File: src/rtl/assert_macros.svh
`ifndef ASSERT_MACROS_SVH
`define ASSERT_MACROS_SVH

// Checks are sampled on clock and ignored while reset is high.
`define ASSERT_HOLDS(label, ante, cons, msg) \
   label: assert property (@(posedge clock) disable iff (reset) (ante) |-> (cons)) \
      else $error(msg);

`define ASSERT_NEXT(label, ante, cons, msg) \
   label: assert property (@(posedge clock) disable iff (reset) (ante) |=> (cons)) \
      else $error(msg);

`endif

File: src/rtl/sha1s_pkg.sv
package sha1s_pkg;

   localparam int WORD_W       = 32;
   localparam int DIGEST_WORDS = 5;
   localparam int ROUNDS       = 80;
   localparam int BLOCK_BYTES  = 64;
   localparam int BLOCK_W      = 8 * BLOCK_BYTES;
   localparam int LEN_POS      = 56;

   localparam logic [7:0]  PAD_MARK   = 8'h80;
   localparam logic [63:0] BLOCK_BITS = 64'(BLOCK_W);
   localparam logic [6:0]  LAST_ROUND = 7'(ROUNDS - 1);
   localparam logic [5:0]  LAST_FILL  = 6'(BLOCK_BYTES - 1);
   localparam logic [5:0]  LEN_FILL   = 6'(LEN_POS);
   localparam logic [2:0]  LAST_INDEX = 3'(DIGEST_WORDS - 1);

   localparam logic ACT_ABSORB = 1'b0;
   localparam logic ACT_FINISH = 1'b1;

   localparam logic [WORD_W-1:0] H_INIT [DIGEST_WORDS] = '{
      32'h67452301, 32'hEFCDAB89, 32'h98BADCFE, 32'h10325476, 32'hC3D2E1F0
   };

   typedef enum logic [2:0] {
      ST_IDLE,
      ST_ROUND,
      ST_ADD,
      ST_PAD,
      ST_EMIT
   } state_type;

   typedef enum logic [1:0] {
      PH_CHOOSE,
      PH_PARITY_LO,
      PH_MAJORITY,
      PH_PARITY_HI
   } phase_type;

   typedef struct packed {
      logic       shift_byte;
      logic [7:0] byte_val;
      logic       shift_word;
   } msg_ctl_type;

   typedef struct packed {
      logic       load;
      logic       step;
      phase_type  phase;
      logic       add;
      logic       init;
      logic [2:0] idx;
   } rnd_ctl_type;

   function automatic logic [WORD_W-1:0] round_k(input phase_type ph);
      logic [WORD_W-1:0] k;
      case (ph)
         PH_CHOOSE:    k = 32'h5A827999;
         PH_PARITY_LO: k = 32'h6ED9EBA1;
         PH_MAJORITY:  k = 32'h8F1BBCDC;
         PH_PARITY_HI: k = 32'hCA62C1D6;
         default:      k = 32'h5A827999;
      endcase
      return k;
   endfunction

endpackage

File: src/rtl/sha1s_msg.sv
module sha1s_msg (
   input  logic                          clock,
   input  sha1s_pkg::msg_ctl_type        msg_ctl,
   output logic [sha1s_pkg::WORD_W-1:0]  w_cur
);

   localparam int BW = sha1s_pkg::BLOCK_W;
   localparam int WW = sha1s_pkg::WORD_W;

   logic [BW-1:0] blk_ff;
   logic [BW-1:0] blk_in;
   logic [WW-1:0] mix;
   logic [WW-1:0] w_next;

   // window: word 0 is W[t], word 15 is W[t+15]
   assign w_cur  = blk_ff[BW-1 -: WW];
   assign mix    = blk_ff[BW-1-13*WW -: WW] ^ blk_ff[BW-1-8*WW -: WW] ^
                   blk_ff[BW-1-2*WW -: WW] ^ blk_ff[BW-1 -: WW];
   assign w_next = {mix[WW-2:0], mix[WW-1]};

   always_comb begin
      blk_in = blk_ff;
      if (msg_ctl.shift_byte) begin
         blk_in = {blk_ff[BW-9:0], msg_ctl.byte_val};
      end else if (msg_ctl.shift_word) begin
         blk_in = {blk_ff[BW-WW-1:0], w_next};
      end
   end

   always_ff @(posedge clock) begin
      blk_ff <= blk_in;
   end

endmodule

File: src/rtl/sha1s_round.sv
module sha1s_round (
   input  logic                          clock,
   input  logic                          reset,
   input  sha1s_pkg::rnd_ctl_type        rnd_ctl,
   input  logic [sha1s_pkg::WORD_W-1:0]  w_cur,
   output logic [sha1s_pkg::WORD_W-1:0]  digest_word
);

   localparam int WW = sha1s_pkg::WORD_W;
   localparam int NW = sha1s_pkg::DIGEST_WORDS;

   logic [WW-1:0] chain_ff [NW];
   logic [WW-1:0] chain_in [NW];
   logic [WW-1:0] a_ff, b_ff, c_ff, d_ff, e_ff;
   logic [WW-1:0] a_in, b_in, c_in, d_in, e_in;
   logic [WW-1:0] f_val;
   logic [WW-1:0] t_val;

   always_comb begin
      case (rnd_ctl.phase)
         sha1s_pkg::PH_CHOOSE:   f_val = (b_ff & c_ff) | (~b_ff & d_ff);
         sha1s_pkg::PH_MAJORITY: f_val = (b_ff & c_ff) | (b_ff & d_ff) | (c_ff & d_ff);
         default:                f_val = b_ff ^ c_ff ^ d_ff;
      endcase
   end

   assign t_val = {a_ff[WW-6:0], a_ff[WW-1 -: 5]} + f_val + e_ff +
                  sha1s_pkg::round_k(rnd_ctl.phase) + w_cur;

   always_comb begin
      a_in = a_ff;
      b_in = b_ff;
      c_in = c_ff;
      d_in = d_ff;
      e_in = e_ff;
      if (rnd_ctl.load) begin
         a_in = chain_ff[0];
         b_in = chain_ff[1];
         c_in = chain_ff[2];
         d_in = chain_ff[3];
         e_in = chain_ff[4];
      end else if (rnd_ctl.step) begin
         a_in = t_val;
         b_in = a_ff;
         c_in = {b_ff[1:0], b_ff[WW-1:2]};
         d_in = c_ff;
         e_in = d_ff;
      end
   end

   always_comb begin
      chain_in = chain_ff;
      if (rnd_ctl.init) begin
         chain_in = sha1s_pkg::H_INIT;
      end else if (rnd_ctl.add) begin
         chain_in[0] = chain_ff[0] + a_ff;
         chain_in[1] = chain_ff[1] + b_ff;
         chain_in[2] = chain_ff[2] + c_ff;
         chain_in[3] = chain_ff[3] + d_ff;
         chain_in[4] = chain_ff[4] + e_ff;
      end
   end

   assign digest_word = (rnd_ctl.idx <= sha1s_pkg::LAST_INDEX) ?
                        chain_ff[rnd_ctl.idx] : '0;

   always_ff @(posedge clock) begin
      if (reset) begin
         chain_ff <= sha1s_pkg::H_INIT;
      end else begin
         chain_ff <= chain_in;
      end
   end

   always_ff @(posedge clock) begin
      a_ff <= a_in;
      b_ff <= b_in;
      c_ff <= c_in;
      d_ff <= d_in;
      e_ff <= e_in;
   end

endmodule

File: src/rtl/sha1_stream_hasher_unit.sv
// Streaming SHA-1 hasher. Each req transfer brings one byte to absorb, or a finish
// that pads the message and returns the 160-bit digest as five rsp transfers, word 0
// first, the fifth flagged by rsp_last_word; the unit then starts a new message. An
// absorb of the 64th byte of a block also starts the compression: the SHA-1 rounds run
// through the single shared round unit, then an add into the chaining words, during
// which no new byte is taken. A finish writes one padding byte per cycle up to the
// block end, needing one or two compressions, before the five digest transfers.
// req_stall is high for the whole of that work.
`include "assert_macros.svh"

module sha1_stream_hasher_unit (
   input  logic        clock,
   input  logic        reset,
   input  logic        req_valid,
   output logic        req_stall,
   input  logic        req_action,
   input  logic [7:0]  req_data_byte,
   output logic        rsp_valid,
   input  logic        rsp_stall,
   output logic [31:0] rsp_digest_word,
   output logic [2:0]  rsp_word_index,
   output logic        rsp_last_word
);

   sha1s_pkg::state_type   state_ff, state_in;
   sha1s_pkg::msg_ctl_type msg_ctl;
   sha1s_pkg::rnd_ctl_type rnd_ctl;
   sha1s_pkg::phase_type   phase;

   logic [5:0]  fill_ff, fill_in;
   logic [6:0]  round_ff, round_in;
   logic [63:0] bits_ff, bits_in;
   logic [2:0]  idx_ff, idx_in;
   logic        pad_ff, pad_in;
   logic        len_ok_ff, len_ok_in;
   logic        req_take;
   logic        rsp_take;
   logic        fill_last;
   logic [7:0]  pad_byte;
   logic [31:0] w_cur;

   assign req_take  = req_valid && (state_ff == sha1s_pkg::ST_IDLE);
   assign rsp_take  = (state_ff == sha1s_pkg::ST_EMIT) && !rsp_stall;
   assign fill_last = (fill_ff == sha1s_pkg::LAST_FILL);

   // length bytes go out most significant first at positions 56..63
   assign pad_byte = (len_ok_ff && fill_ff >= sha1s_pkg::LEN_FILL) ?
                     8'(bits_ff >> {~fill_ff[2:0], 3'b000}) : 8'h00;

   always_comb begin
      if (round_ff < 7'd20) begin
         phase = sha1s_pkg::PH_CHOOSE;
      end else if (round_ff < 7'd40) begin
         phase = sha1s_pkg::PH_PARITY_LO;
      end else if (round_ff < 7'd60) begin
         phase = sha1s_pkg::PH_MAJORITY;
      end else begin
         phase = sha1s_pkg::PH_PARITY_HI;
      end
   end

   always_comb begin
      state_in = state_ff;
      case (state_ff)
         sha1s_pkg::ST_IDLE: begin
            if (req_take) begin
               if (fill_last) begin
                  state_in = sha1s_pkg::ST_ROUND;
               end else if (req_action == sha1s_pkg::ACT_FINISH) begin
                  state_in = sha1s_pkg::ST_PAD;
               end
            end
         end
         sha1s_pkg::ST_ROUND: begin
            if (round_ff == sha1s_pkg::LAST_ROUND) begin
               state_in = sha1s_pkg::ST_ADD;
            end
         end
         sha1s_pkg::ST_ADD: begin
            if (!pad_ff) begin
               state_in = sha1s_pkg::ST_IDLE;
            end else if (len_ok_ff) begin
               state_in = sha1s_pkg::ST_EMIT;
            end else begin
               state_in = sha1s_pkg::ST_PAD;
            end
         end
         sha1s_pkg::ST_PAD: begin
            if (fill_last) begin
               state_in = sha1s_pkg::ST_ROUND;
            end
         end
         sha1s_pkg::ST_EMIT: begin
            if (rsp_take && idx_ff == sha1s_pkg::LAST_INDEX) begin
               state_in = sha1s_pkg::ST_IDLE;
            end
         end
         default: state_in = sha1s_pkg::ST_IDLE;
      endcase
   end

   always_comb begin
      req_stall  = 1'b1;
      rsp_valid  = 1'b0;
      msg_ctl    = '0;
      rnd_ctl    = '0;
      rnd_ctl.phase = phase;
      rnd_ctl.idx   = idx_ff;
      case (state_ff)
         sha1s_pkg::ST_IDLE: begin
            req_stall = 1'b0;
            if (req_take) begin
               msg_ctl.shift_byte = 1'b1;
               msg_ctl.byte_val   = (req_action == sha1s_pkg::ACT_FINISH) ?
                                    sha1s_pkg::PAD_MARK : req_data_byte;
               rnd_ctl.load       = fill_last;
            end
         end
         sha1s_pkg::ST_ROUND: begin
            rnd_ctl.step       = 1'b1;
            msg_ctl.shift_word = 1'b1;
         end
         sha1s_pkg::ST_ADD: begin
            rnd_ctl.add = 1'b1;
         end
         sha1s_pkg::ST_PAD: begin
            msg_ctl.shift_byte = 1'b1;
            msg_ctl.byte_val   = pad_byte;
            rnd_ctl.load       = fill_last;
         end
         sha1s_pkg::ST_EMIT: begin
            rsp_valid    = 1'b1;
            rnd_ctl.init = rsp_take && (idx_ff == sha1s_pkg::LAST_INDEX);
         end
         default: begin
            req_stall = 1'b1;
         end
      endcase
   end

   always_comb begin
      fill_in   = fill_ff;
      round_in  = round_ff;
      bits_in   = bits_ff;
      idx_in    = idx_ff;
      pad_in    = pad_ff;
      len_ok_in = len_ok_ff;
      case (state_ff)
         sha1s_pkg::ST_IDLE: begin
            if (req_take) begin
               fill_in = fill_ff + 6'd1;
               if (req_action == sha1s_pkg::ACT_FINISH) begin
                  bits_in   = bits_ff + {55'd0, fill_ff, 3'b000};
                  pad_in    = 1'b1;
                  len_ok_in = (fill_ff < sha1s_pkg::LEN_FILL);
               end else if (fill_last) begin
                  bits_in = bits_ff + sha1s_pkg::BLOCK_BITS;
               end
            end
         end
         sha1s_pkg::ST_ROUND: begin
            round_in = (round_ff == sha1s_pkg::LAST_ROUND) ? 7'd0 : round_ff + 7'd1;
         end
         sha1s_pkg::ST_ADD: begin
            if (pad_ff) begin
               len_ok_in = 1'b1;
            end
         end
         sha1s_pkg::ST_PAD: begin
            fill_in = fill_ff + 6'd1;
         end
         sha1s_pkg::ST_EMIT: begin
            if (rsp_take) begin
               if (idx_ff == sha1s_pkg::LAST_INDEX) begin
                  idx_in    = 3'd0;
                  pad_in    = 1'b0;
                  len_ok_in = 1'b0;
                  bits_in   = '0;
               end else begin
                  idx_in = idx_ff + 3'd1;
               end
            end
         end
         default: begin
            fill_in = fill_ff;
         end
      endcase
   end

   always_ff @(posedge clock) begin
      if (reset) begin
         state_ff  <= sha1s_pkg::ST_IDLE;
         fill_ff   <= '0;
         round_ff  <= '0;
         bits_ff   <= '0;
         idx_ff    <= '0;
         pad_ff    <= 1'b0;
         len_ok_ff <= 1'b0;
      end else begin
         state_ff  <= state_in;
         fill_ff   <= fill_in;
         round_ff  <= round_in;
         bits_ff   <= bits_in;
         idx_ff    <= idx_in;
         pad_ff    <= pad_in;
         len_ok_ff <= len_ok_in;
      end
   end

   sha1s_msg u_msg (
      .clock   (clock),
      .msg_ctl (msg_ctl),
      .w_cur   (w_cur)
   );

   sha1s_round u_round (
      .clock       (clock),
      .reset       (reset),
      .rnd_ctl     (rnd_ctl),
      .w_cur       (w_cur),
      .digest_word (rsp_digest_word)
   );

   assign rsp_word_index = idx_ff;
   assign rsp_last_word  = (idx_ff == sha1s_pkg::LAST_INDEX);

   `ASSERT_HOLDS(a_round_count_idle, round_ff != 7'd0,
      state_ff == sha1s_pkg::ST_ROUND, "round counter running outside compression")
   `ASSERT_NEXT(a_round_to_add,
      state_ff == sha1s_pkg::ST_ROUND && round_ff == sha1s_pkg::LAST_ROUND,
      state_ff == sha1s_pkg::ST_ADD, "compression did not end after the last round")
   `ASSERT_HOLDS(a_emit_padded, rsp_valid, pad_ff && len_ok_ff && fill_ff == 6'd0,
      "digest shown before the length block was hashed")
   `ASSERT_NEXT(a_last_closes, rsp_valid && rsp_last_word && !rsp_stall,
      !rsp_valid && !req_stall && bits_ff == 64'd0,
      "message state not cleared after the last digest transfer")

endmodule

File: config.mk
export PLATFORM = sky130hd
export DESIGN_NAME = sha1_stream_hasher_unit
export DESIGN_NICKNAME = d
export VERILOG_FILES = /design/src/rtl/sha1s_pkg.sv /design/src/rtl/sha1s_msg.sv /design/src/rtl/sha1s_round.sv /design/src/rtl/sha1_stream_hasher_unit.sv
export VERILOG_INCLUDE_DIRS = /design/src /design/src/rtl
export SDC_FILE = /design/constraint.sdc
export NUM_CORES = 2
export LEC_CHECK = 0
export BUFFER_PORTS_ARGS = -buffer_cell sky130_fd_sc_hd__clkbuf_2
export CAP_MARGIN = 0
export CORE_AREA = 2 2 266 372
export DETAILED_ROUTE_END_ITERATION = 7
export DIE_AREA = 0 0 268 374
export PLACE_DENSITY = 0.84
export REMOVE_ABC_BUFFERS = 1
export SLEW_MARGIN = 20
export SYNTH_ARGS = -nofsm -noshare
export SYNTH_HDL_FRONTEND = slang
export SYNTH_SLANG_ARGS = --single-unit
File: constraint.sdc
create_clock -name clock -period 25.4 [get_ports clock]
set_clock_uncertainty 0.1 [all_clocks]
set_input_delay 3.81 -clock clock [delete_from_list [all_inputs] [get_ports clock]]
set_output_delay 3.81 -clock clock [all_outputs]
set_load 0.05 [all_outputs]
==> qor.txt <==
================================================================================
Final Non-Filler Cells                                                     6,164
Top post-synthesis cells by count                                   sky130_fd_sc_hd__edfxtp_1, sky130_fd_sc_hd__nand2_1, sky130_fd_sc_hd__mux2_2
Slowest CP cell                                                     sky130_fd_sc_hd__inv_1
HPWL Detailed                                                             102 mm
Via density per instance                                                    6.15
Clock latency on the worst-skew pair                                     0.67 ns
Max-slew violation count                                                       0
Multiplexer share of the synthesized area                                  13.0%
Total number of clock tree sinks                                             914
Number of iterations in the first detailed-routing pass                        6
Dominant combinational cell family by area after synthesis          multiplexers
TritonCTS clock tree                                                       built
Initial Util                                                               54.6%
Actual transition at the worst max-transition pin                        1.20 ns
Mean Syn Cell Area                                                      11.0 um2
Number of placed cells counting well taps                                  5,994
Worst setup path category                                           register to register
Largest stage delay on the critical path                                 0.67 ns
Fmax achieved                                                            117 MHz
Vias in the first global route                                            38,235
Total clock buffers created by CTS                                            89
Hold_buf cts                                                                   0
Cell count along the critical path                                            28
Chip Width                                                                268 um
Yosys top cell area share                                                  38.2%
Level count of the clock H-tree                                                3
Placement row count                                                          135
Number of buffers added on ports                                              50
Unrepaired setup endpoints after global routing                            false
Post-CTS setup buffer count                                                    0
Cell area after synthesis                                             52,900 um2
Via count of the routed design                                            37,922
# nets final                                                               5,134
Pin count of the biggest net entering global routing                         219
Total core area                                                       96,800 um2
Iteration-0 DRC count of the detailed router                               3,844
Most frequently used cell type in the post-synthesis netlist        sky130_fd_sc_hd__edfxtp_1
Routability congestion estimate                                            0.997
Worst path buffer plus inverter count                                          8
Max-cap violation count                                                        0
Antenna Violating Nets Remaining                                               0
Routed length per instance                                               23.5 um
Area overhead of the layout relative to synthesis                          8.43%
Synthesized netlist cell count                                             4,812
Worst hold path class                                               register to register
Headroom to the max-slew limit                                             18.9%
Global-route total usage across every layer                                28.7%
Adder-cell share of the synthesized area                                   9.72%
Worst r2r path cells                                                          28
Maximum number of buffers from clock root to sink                              3
Critical Path AT                                                         8.82 ns
Most area-hungry cell type in the Yosys netlist                     sky130_fd_sc_hd__edfxtp_1
Post-synthesis share of cell area spent on xor and xnor gates              4.87%
Cells resized by post-CTS repair                                               0
Total of flip-flops plus latches after synthesis                             914
Ratio of cells with drive above 1 in the final layout                      16.6%
Crit. End Element                                                       register
Simple-Gate Fraction of Synth Area                                         9.51%
Run status                                                             completed
Number of remaining DRC errors                                                 0
Kind of start point of the critical path                                register
Number of placed I/O pins                                                     51
Number of stages on the worst hold path                                        2
CTS clk-pin slew, worst paths                                            0.06 ns
Final hold violation count                                                     0
Data required time of the worst path                                    25.69 ns
Clock period minus worst slack                                           8.53 ns
Buffer cell driving the clock tree root                             sky130_fd_sc_hd__clkbuf_16
Cell family with most CP delay                                      compound AO/OA/AOI/OAI gates
First-pass GRT wire length                                                220 mm
Top area cells in the synthesized netlist                           sky130_fd_sc_hd__edfxtp_1, sky130_fd_sc_hd__mux2_2, sky130_fd_sc_hd__dfxtp_1
Count of different cell masters after synthesis                               86
Core utilization of the finished layout                                    59.2%
Post-synthesis compound-gate area fraction                                 11.4%
Area of the die                                                      100,000 um2
Count of synthesis-stage warnings from yosys                                   0
Critical Path Fanout Max                                                      59
Residual overflow from global routing                                          0
WL final                                                                  145 mm
Share of synthesized flip-flops with an asynchronous set or reset             0%
EDFF count, synth                                                            672
Vertical die dimension                                                    374 um
Initial antenna violation count                                                1
Setup-failing EPs final                                                        0
Part of the cycle the worst path needs                                     33.6%
Seq/Total Area, Yosys                                                      47.3%
Top flip-flop cell by instance count after synthesis                sky130_fd_sc_hd__edfxtp_1
================================================================================
-- registers in the layout, summed over array words and instances (netlist names), 3 cells and up --
signal / flops
bits_ff: 61
fill_ff: 6
state_ff: 3
round_ff: 7
u_round.c_ff: 32
u_msg.blk_ff: 512
u_round.b_ff: 32
rsp_word_index: 3
u_round.e_ff: 32
u_round.chain_ff: 160
u_round.a_ff: 32
u_round.d_ff: 32
-- cell families (layout without fill, tap and decap cells) --
| logic type | Yosys count | after routing |
|---|---|---|
| AND/OR/NAND/NOR | 1128 | 1128 |
| AO/OA/AOI/OAI | 992 | 992 |
| flip-flops | 914 | 914 |
| buffers and inverters | 580 | 630 |
| multiplexers | 569 | 569 |
| adder cells (fa/ha/maj) | 335 | 335 |
| XOR/XNOR | 294 | 294 |
| other | 0 | 1 |
-- worst min-delay path: stages (launching register included) --
cell	delay, ns
sky130_fd_sc_hd__dfxtp_1	0.33
sky130_fd_sc_hd__inv_1	0.07
sky130_fd_sc_hd__a21oi_1	0.05
-- path summary, 6_finish.rpt --
path                                  start                to  slack (ns)
worst min-delay path                 pad_ff            pad_ff        0.39
worst min register to register       pad_ff            pad_ff        0.39
worst max register to register  round_ff[5]  u_round.a_ff[24]       16.87
worst max-delay path            round_ff[5]  u_round.a_ff[24]       16.87
-- layout make-up --
cell class	instances	area (um2)
Multi-Input combinational cell	3318	25700
Fill cell	7515	39500
Timing Repair Buffer	88	609
Antenna cell	1	2.50
Clock inverter	45	523
Clock buffer	122	2420
Tap cell	1301	1630
Sequential cell	914	25000
Inverter	375	1410
-- layer usage --
layer / routed length [um] / part of all wire [%] / track usage (%)
met1: 51100 / 35 / 31.9
met2: 70300 / 48 / 47.9
met4: 13200 / 9.1 / 22.7
met5: 0 / 0 / 0
met3: 10600 / 7.3 / 5.57
-- metrics by stage --
| step | setup WS, ns | hold slack, ns | TNS [ns] | area, um2 |
|---|---|---|---|---|
| 2_1_floorplan | -16.44 | 0.343 | -8114.56 | 52100 |
| 5_1_grt | 16.41 | 0.410 | 0 | 57300 |
| 6_report | 16.87 | 0.390 | 0 | 57300 |
| 4_1_cts | 17.00 | 0.382 | 0 | 57300 |
| 3_5_place_dp | 17.04 | 0.374 | 0 | 54300 |
| 3_3_place_gp | 17.18 | 0.361 | 0 | 54300 |
-- cells in the final DEF (no fill, tap or decap), types with 45 or more instances in the layout --
cell and instances:
sky130_fd_sc_hd__fa_1 126, sky130_fd_sc_hd__inv_1 373, sky130_fd_sc_hd__clkbuf_16 90, sky130_fd_sc_hd__xor2_1 87
sky130_fd_sc_hd__o21ai_0 336, sky130_fd_sc_hd__mux4_2 45, sky130_fd_sc_hd__a21o_1 67, sky130_fd_sc_hd__mux2_2 484
sky130_fd_sc_hd__clkbuf_2 50, sky130_fd_sc_hd__xnor2_1 207, sky130_fd_sc_hd__dfxtp_1 239, sky130_fd_sc_hd__nand2_1 564
sky130_fd_sc_hd__ha_1 209, sky130_fd_sc_hd__a21oi_1 262, sky130_fd_sc_hd__edfxtp_1 672, sky130_fd_sc_hd__nor2_1 234
sky130_fd_sc_hd__o211ai_1 65, sky130_fd_sc_hd__nand3_1 81
Power is not shown: default switching activity piles up to over one toggle a cycle in this logic, so the estimate is an artifact.
